## src/rtl/mseu_ram.sv

```systemverilog
// Generic single-write, single-read RAM with registered read data.
// Read during write to the same address returns the old word.
// No dependencies.
module mseu_ram #(
	parameter int WIDTH = 32,
	parameter int DEPTH = 32
) (
	input  logic                                  clk,
	input  logic                                  we,
	input  logic [((DEPTH > 1) ? $clog2(DEPTH) : 1)-1:0] waddr,
	input  logic [WIDTH-1:0]                      wdata,
	input  logic                                  re,
	input  logic [((DEPTH > 1) ? $clog2(DEPTH) : 1)-1:0] raddr,
	output logic [WIDTH-1:0]                      rdata
);

	logic [WIDTH-1:0] mem_q [DEPTH];
	logic [WIDTH-1:0] rdata_q;

	// Write port and registered read port
	always_ff @(posedge clk) begin
		if (we) begin
			mem_q[waddr] <= wdata;
		end
		if (re) begin
			rdata_q <= mem_q[raddr];
		end
	end

	assign rdata = rdata_q;

endmodule

```

## config.mk

```make
export PLATFORM = sky130hd
export DESIGN_NAME = mseu_ram
export DESIGN_NICKNAME = d
export VERILOG_FILES = /design/src/rtl/mseu_ram.sv
export SDC_FILE = /design/constraint.sdc
export NUM_CORES = 1
export LEC_CHECK = 0
export BUFFER_PORTS_ARGS = -buffer_cell sky130_fd_sc_hd__buf_2
export CAP_MARGIN = 20
export CORE_MARGIN = 4
export CORE_UTILIZATION = 50
export CTS_CLUSTER_DIAMETER = 120
export DETAILED_ROUTE_END_ITERATION = 16
export GPL_TIMING_DRIVEN = 0
export PLACE_DENSITY = 0.68
export REMOVE_ABC_BUFFERS = 1
export SLEW_MARGIN = 20
export SYNTH_ARGS = -nofsm -noshare
export SYNTH_HDL_FRONTEND = slang
export SYNTH_SLANG_ARGS = --single-unit
export TNS_END_PERCENT = 50
```

## constraint.sdc

```tcl
create_clock -name clk -period 2.65 [get_ports clk]
set_input_delay 0.3975 -clock clk [delete_from_list [all_inputs] [get_ports clk]]
set_output_delay 0.3975 -clock clk [all_outputs]
set_load 0.1 [all_outputs]
```

# Word-level counts from Yosys, hierarchy flattened
# Memory sizes are Yosys's and may differ from the RTL's. A register that Yosys moved wholly into a read port is not among the register bits.
# Cells that the tools add are included.
[totals]
ff_bits = 0
ram_bits = 1024
inputBits = 45
output_inout_bits = 32
word_cells = 3
memories = 1
[mem_list]
columns = ["name", "words", "word_bits", "rd", "rd_ports_with_merged_regs", "wr", "line_no", "rtl"]
rows = [
  ["mem_q", 32, 32, 1, 1, 1, "17", "logic [WIDTH-1:0] mem_q [DEPTH];"],
]
[classes]
muxes = 2
[op_table]
columns = ["operator", "count"]
rows = [
  ["$mux W1", 2],
]

# Longest topological paths before layout
# Gate-level depths: netlist (run 1).
[logic_depth]
word_depth = 2
ltp_mapped = 8
mapped_depth_nobuf = 5

# Worst setup path before layout (run 1)
# Ideal clock, no wire load.
[synth_timing]
path_kind = "input-to-reg"
start = "input port waddr[1] in the netlist's numbering"
end = "memory mem_q[12][0] (enable)"
setup_time_ns = 0.421
arrival_time_ns = 2.410
required_time_ns = 2.229
setup_slack_ns = -0.182
cell_stages = 3
path_buffers = 1
cell_sequence = "or3b_2 > clkbuf_1 > nor2_1"
[synth_rtl]
columns = ["element", "line_no", "rtl"]
rows = [
  ["start, declared", "10", "input logic [((DEPTH > 1) ? $clog2(DEPTH) : 1)-1:0] waddr,"],
  ["end, declared", "17", ""],
]
# Straight into the memory's write port.

==> results of run 1 <==
-- cell type report --
class / instances / area [um^2]
Multi-Input combinational cell: 1077 / 8620
Sequential cell: 1056 / 31700
Fill cell: 5653 / 32800
Tap cell: 1060 / 1330
Timing Repair Buffer: 164 / 2540
Antenna cell: 1 / 2.50
Clock inverter: 77 / 1030
Clock buffer: 115 / 2600
-- power groups by stage --
stage,Sequential (uW),Combinational [uW],Clock (uW)
detailed placement,19100,2080,0
global placement,19100,2420,0
finish,18700,2090,15500
global route,18700,2220,16400
floorplan,19400,748,0
CTS,18700,2090,15700
-- layer usage --
layer | GRT usage [%] | routed length, um
met2 | 37.4 | 48000
met3 | 2.91 | 5790
met5 | 0 | 13
met1 | 28.4 | 37700
met4 | 8.69 | 3550
-- through the flow --
step	hold slack [ns]	power, uW
after global placement	0.666	21500
final	0.217	36300
after CTS	0.184	36500
after floorplan	0.496	20100
after detailed placement	0.686	21100
after global routing	0.229	37400
-- logic make-up (layout without fill, tap and decap cells) --
logic type             after synthesis  after routing  share of synthesized area (%)
muxes                              512            512                           12.6
DFF                               1056           1056                           77.7
buffers and inverters              127            356                           1.85
other                                0              1                              0
AOI/OAI and AO/OA                  288            288                           4.81
and+or+nand+nor                    277            277                           3.08
-- path summary, 6_finish.rpt --
kind	startpoint	endpoint	slack [ns]	cells after the start
worst max-delay path	raddr[0]	rdata[26]$_DFFE_PP_	0.21	9
worst min-delay path	wdata[29]	mem_q[30][29]$_DFFE_PP_	0.22	1
worst max register to register	mem_q[1][15]$_DFFE_PP_	rdata[15]$_DFFE_PP_	1.08	5
worst min register to register	mem_q[26][31]$_DFFE_PP_	rdata[31]$_DFFE_PP_	0.69	4
-- flip-flops by register name, indices dropped and copies added, names as in the netlist --
register,count
rdata,32
mem_q,1024
-- cells in the final DEF (no fill, tap or decap), types with 13 or more instances in the layout --
cell	netlist	routed
clkinv_1	0	22
nor2_4	0	33
a21oi_1	96	96
buf_2	26	74
mux2i_1	512	512
a22o_1	64	64
buf_12	0	35
buf_16	0	50
edfxtp_1	1056	1056
clkbuf_1	46	13
a31oi_1	32	32
bufinv_16	0	24
nor3_1	32	32
a22oi_1	96	96
nand2_1	98	97
nand3_1	98	98
clkinv_2	0	19
clkbuf_16	0	103
-- repair_timing --
item / 4_1_cts / 5_1_grt
hold buffers: 0 / 0
resized for setup: 1 / 0
endpoints found under the setup margin: 8 / 1
cloned: 1 / 1
==> impl_metrics.csv, run 1 <==
group,metric,value,unit
drt,avgViaCountPerCell,5.95,
power,ir_drop,0.000449,V
clock_network,cts_tree,"done",
global_route,grt_pass1_vias,21100,
power,swShare,21.0,%
power,p_int,28700,uW
clock_network,cts.sinks,1056,
timing,skew,0.0324,ns
outcome,status,"finished, final reports clean",
clock_network,clock_latency,0.67,ns
timing,rsz0062_at_grt,"false",
placement,port_buffers,76,
timing,setup_ws,0.207,ns
placement,post_dp_cell_area,0.0441,mm^2
logic_synthesis,synthDistinctLibCells,24,
floorplanning,fp.dieW,294,um
logic_synthesis,ys.flop_type,"edfxtp_1",
timing,min_period,2.44,ns
clock_network,clockRootBuffer,"clkbuf_16",
logic_synthesis,synth_common_cells,"edfxtp_1 (1056), mux2i_1 (512), nand2_1 (98), nand3_1 (98)",
drt,drc,0,
logic_synthesis,synth_top_cell_by_area,"edfxtp_1",
clock_network,cts.reportedPaths.clkPinSlew,0.06,ns
setup_path,start_kind,"input pin",
logic_synthesis,synth_seq_cells,1056,
power,p_clk_share,42.8,%
setup_path,critPathSlowestCell,"buf_16",
drt,finalWirelength,95.0,mm
floorplanning,io_pins,77,
cells_and_area,drive_above_1_share,14.6,%
logic_synthesis,synth_most_common_cell,"edfxtp_1",
floorplanning,core-area,0.0807,mm^2
cells_and_area,nets,2446,
floorplanning,die_h,294,um
drt,wl_per_cell,26.8,um
global_route,antenna_found_initial,2,
setup_path,cp.required,3.05,ns
power,power.density,759,mW/mm^2
global_route,grt.total_usage,21.8,%
timing,min_period_over_period,92.2,%
logic_synthesis,yosysWarnings,0,
power,p_leak,0.0166,uW
timing,worst_slew_pin_slew,1.09,ns
setup_path,crit_buf_inv,4,
logic_synthesis,async_reset_ff_share,0,%
logic_synthesis,post-synth-top-area-fraction,77.7,%
clock_network,clock_path_buffers,3,
timing,setup_tns,0,ns
logic_synthesis,ys_seq_area_share,77.7,%
clock_network,htreeDepth,3,
clock_network,cts_setup_buffers,0,
setup_path,crit_chain,"buf_12 > buf_16 > buf_16 > buf_16 > mux2i_1 > a22o_1 > nor3_1 > a31oi_1 > nand3_1",
drt,via_count,21100,
logic_synthesis,synthTopCellsByArea,"edfxtp_1 (78%), mux2i_1 (13%), a22oi_1 (1.8%)",
logic_synthesis,netlist_area,0.0408,mm^2
clock_network,numCtsBuffers,102,
cells_and_area,fin_cells,3550,
placement,placed_cells,3355,
power,p_comb_share,5.7,%
floorplanning,initial_core_util,50.6,%
logic_synthesis,synth_area_per_cell,18.1,um^2
setup_path,crit_arrival,2.84,ns
global_route,grt_pass1_wl,138,mm
timing,final_hold_viol_count,0,
cells_and_area,final_core_util,59.3,%
global_route,grt_max_degree,78,
setup_path,critPathKind,"input pin to flop",
logic_synthesis,synthCells,2260,
setup_path,max_stage_delay,0.38,ns
floorplanning,rows,104,
setup_path,worstSetupEndpointType,"flop",
timing,setup_viol,0,
cells_and_area,design_area,0.0478,mm^2
logic_synthesis,synth_edf_count,1056,
placement,dp_hpwl,56.5,mm
placement,gp_congestion,0.706,
cells_and_area,synthToLayoutAreaGrowth,17.2,%
timing,maxSlewViolCount,0,
timing,maxSlewHeadroom,27.5,%
setup_path,crit_top_cell,"buf_16",
setup_path,critPathMaxFanout,63,
power,p_sw,7630,uW
power,pwr-share-seq,51.5,%
drt,postRouteAntennaNets,0,
global_route,overflow,0,
job,drv_cap,0,
setup_path,cpLargestDelayFamily,"buffers and inverters",
timing,fmax,409,MHz
placement,dpl_worst_slack,-0.948,ns
drt,dr.pass1.iters,5,
drt,first_iter_violations,2089,
floorplanning,dieArea,0.0862,mm^2
min_path,hold_class,"input pin to flop",
(Power assumes the default switching activity.)
==> run 2: changes to the inputs <==
--- a/config.mk
+++ b/config.mk
@@ -13,6 +13,7 @@
 export DETAILED_ROUTE_END_ITERATION = 16
 export GPL_TIMING_DRIVEN = 0
 export PLACE_DENSITY = 0.68
+export RECOVER_POWER = 25
 export REMOVE_ABC_BUFFERS = 1
 export SLEW_MARGIN = 20
 export SYNTH_ARGS = -nofsm -noshare
==> run 2 against run 1 <==
Net effect: cell count is the same; combinational power is essentially flat; routed wire length grew 0.13%; largest power group unchanged; critical path depth is the same; worst hold slack gained 0.0039 ns; register-to-register slack is essentially flat; critical endpoint unchanged; die area is the same.
==> impl_metrics.csv, run 2 (synthesis gave the netlist of run 1 again) <==
group,metric,value,unit
outcome,status,"finished, final reports clean",
setup_path,start_kind,"input pin",
placement,gp_congestion,0.706,
global_route,grt_max_degree,78,
power,p_clk_share,42.8,%
power,p_sw,7620,uW
setup_path,crit_top_cell,"buf_16",
timing,maxSlewHeadroom,17.6,%
drt,drc,0,
timing,maxSlewViolCount,0,
cells_and_area,largest_reg_flops,1024,
clock_network,cts_setup_buffers,0,
power,ir_drop,0.000450,V
timing,setup_viol,0,
floorplanning,io_pins,77,
cells_and_area,synthToLayoutAreaGrowth,17.2,%
power,p_int,28700,uW
power,p_total,36300,uW
timing,min_period_over_period,92.5,%
setup_path,worstSetupEndpointType,"flop",
timing,fmax,408,MHz
setup_path,critPathMaxFanout,63,
min_path,hold_class,"input pin to flop",
power,swShare,21.0,%
timing,worst_slew_pin_slew,1.24,ns
drt,first_iter_violations,2119,
clock_network,clock_path_buffers,3,
setup_path,crit_arrival,2.85,ns
setup_path,cpLargestDelayFamily,"buffers and inverters",
cells_and_area,regMostFlops,"mem_q",
timing,min_period,2.45,ns
global_route,overflow,0,
power,power.density,760,mW/mm^2
job,drv_cap,0,
setup_path,crit_chain,"buf_12 > buf_16 > buf_16 > buf_16 > mux2i_1 > a22o_1 > nor3_1 > a31oi_1 > nand3_1",
global_route,grt.total_usage,21.8,%
clock_network,htreeDepth,3,
power,p_leak,0.0166,uW
placement,port_buffers,76,
global_route,antenna_found_initial,2,
clock_network,cts_hold_buffers,0,
floorplanning,die_h,294,um
power,pwr-share-seq,51.5,%
clock_network,numCtsBuffers,102,
clock_network,cts.reportedPaths.clkPinSlew,0.06,ns
global_route,grt_pass1_vias,21100,
drt,dr.pass1.iters,5,
cells_and_area,nets,2446,
clock_network,clockRootBuffer,"clkbuf_16",
timing,final_hold_viol_count,0,
timing,rsz0062_at_grt,"false",
setup_path,crit_buf_inv,4,
floorplanning,fp.dieW,294,um
power,p_comb_share,5.7,%
floorplanning,core-area,0.0807,mm^2
cells_and_area,final_core_util,59.3,%
cells_and_area,nFillCells,5658,
clock_network,cts.sinks,1056,
clock_network,cts_tree,"done",
drt,avgViaCountPerCell,5.96,
cells_and_area,mostFrequentLayoutCells,"edfxtp_1 (1056), mux2i_1 (512), clkbuf_16 (103), nand3_1 (98), nand2_1 (97)",
cells_and_area,final_common_cell,"edfxtp_1",
placement,dp_hpwl,56.5,mm
global_route,grt_pass1_wl,138,mm
cells_and_area,drive_above_1_share,13.9,%
floorplanning,initial_core_util,50.6,%
drt,wl_per_cell,26.8,um
setup_path,cp.required,3.05,ns
setup_path,max_stage_delay,0.38,ns
drt,finalWirelength,95.2,mm
setup_path,critPathKind,"input pin to flop",
timing,skew,0.0315,ns
floorplanning,rows,104,
setup_path,critPathSlowestCell,"buf_16",
clock_network,clock_latency,0.67,ns
floorplanning,dieArea,0.0862,mm^2
drt,postRouteAntennaNets,0,
drt,via_count,21100,
-- run 2: worst register-to-register path, stage by stage (launching register included) --
cell and delay (ns):
edfxtp_1 0.36, mux2i_1 0.14, a22o_1 0.16, nor3_1 0.05, a31oi_1 0.39, nand3_1 0.17
-- run 2: stage by stage --
step / instance area [um^2] / hold slack [ns] / instances / setup TNS, ns / setup slack [ns]
3_3_place_gp: 41800 / 0.666 / 3269 / -2571.12 / -10.71
5_1_grt: 47800 / 0.253 / 3550 / 0 / 0.0136
4_1_cts: 47800 / 0.184 / 3548 / 0 / 0.0500
3_5_place_dp: 44100 / 0.686 / 3355 / -18.07 / -0.948
6_report: 47800 / 0.221 / 3550 / 0 / 0.198
2_1_floorplan: 40100 / 0.496 / 2133 / -127.86 / -2.86
-- run 2: routing by layer --
layer	vias to the layer above	track usage, %	share of wire (%)
met4	2	8.69	3.8
met2	796	37.4	50
met3	196	2.91	6.1
li1	9302	-	-
met5	-	0	0.014
met1	10900	28.4	40
-- run 2: what timing repair did --
item	4_1_cts	5_1_grt
resized for setup	1	0
hold endpoints to repair	0	0
gates cloned	1	1
setup endpoints to repair	8	1
-- run 2: final timing paths --
kind	from	to	slack (ns)	cells after the start
min	wdata[29]	mem_q[30][29]$_DFFE_PP_	0.22	1
max	raddr[0]	rdata[26]$_DFFE_PP_	0.20	9
max reg2reg	mem_q[1][15]$_DFFE_PP_	rdata[15]$_DFFE_PP_	1.09	5
min reg2reg	mem_q[26][31]$_DFFE_PP_	rdata[31]$_DFFE_PP_	0.69	4
-- run 2: layout make-up --
cell class	instances	area, um^2	area share (%)
sequential	1056	31700	66.3
multi-input combinational	1077	8620	18.0
clock buffer	115	2600	5.44
timing repair buffer	164	2520	5.27
tap	1060	1330	2.77
clock inverter	77	1030	2.16
antenna	1	2.50	0.00523
-- run 2: power groups by stage --
| stage | clock network, uW | registers, uW | logic, uW |
|---|---|---|---|
| 6_report | 15500 | 18700 | 2080 |
| 5_1_grt | 16400 | 18700 | 2210 |
| 4_1_cts | 15700 | 18700 | 2090 |
| 3_5_place_dp | 0 | 19100 | 2080 |
| 3_3_place_gp | 0 | 19100 | 2420 |
| 2_1_floorplan | 0 | 19400 | 748 |
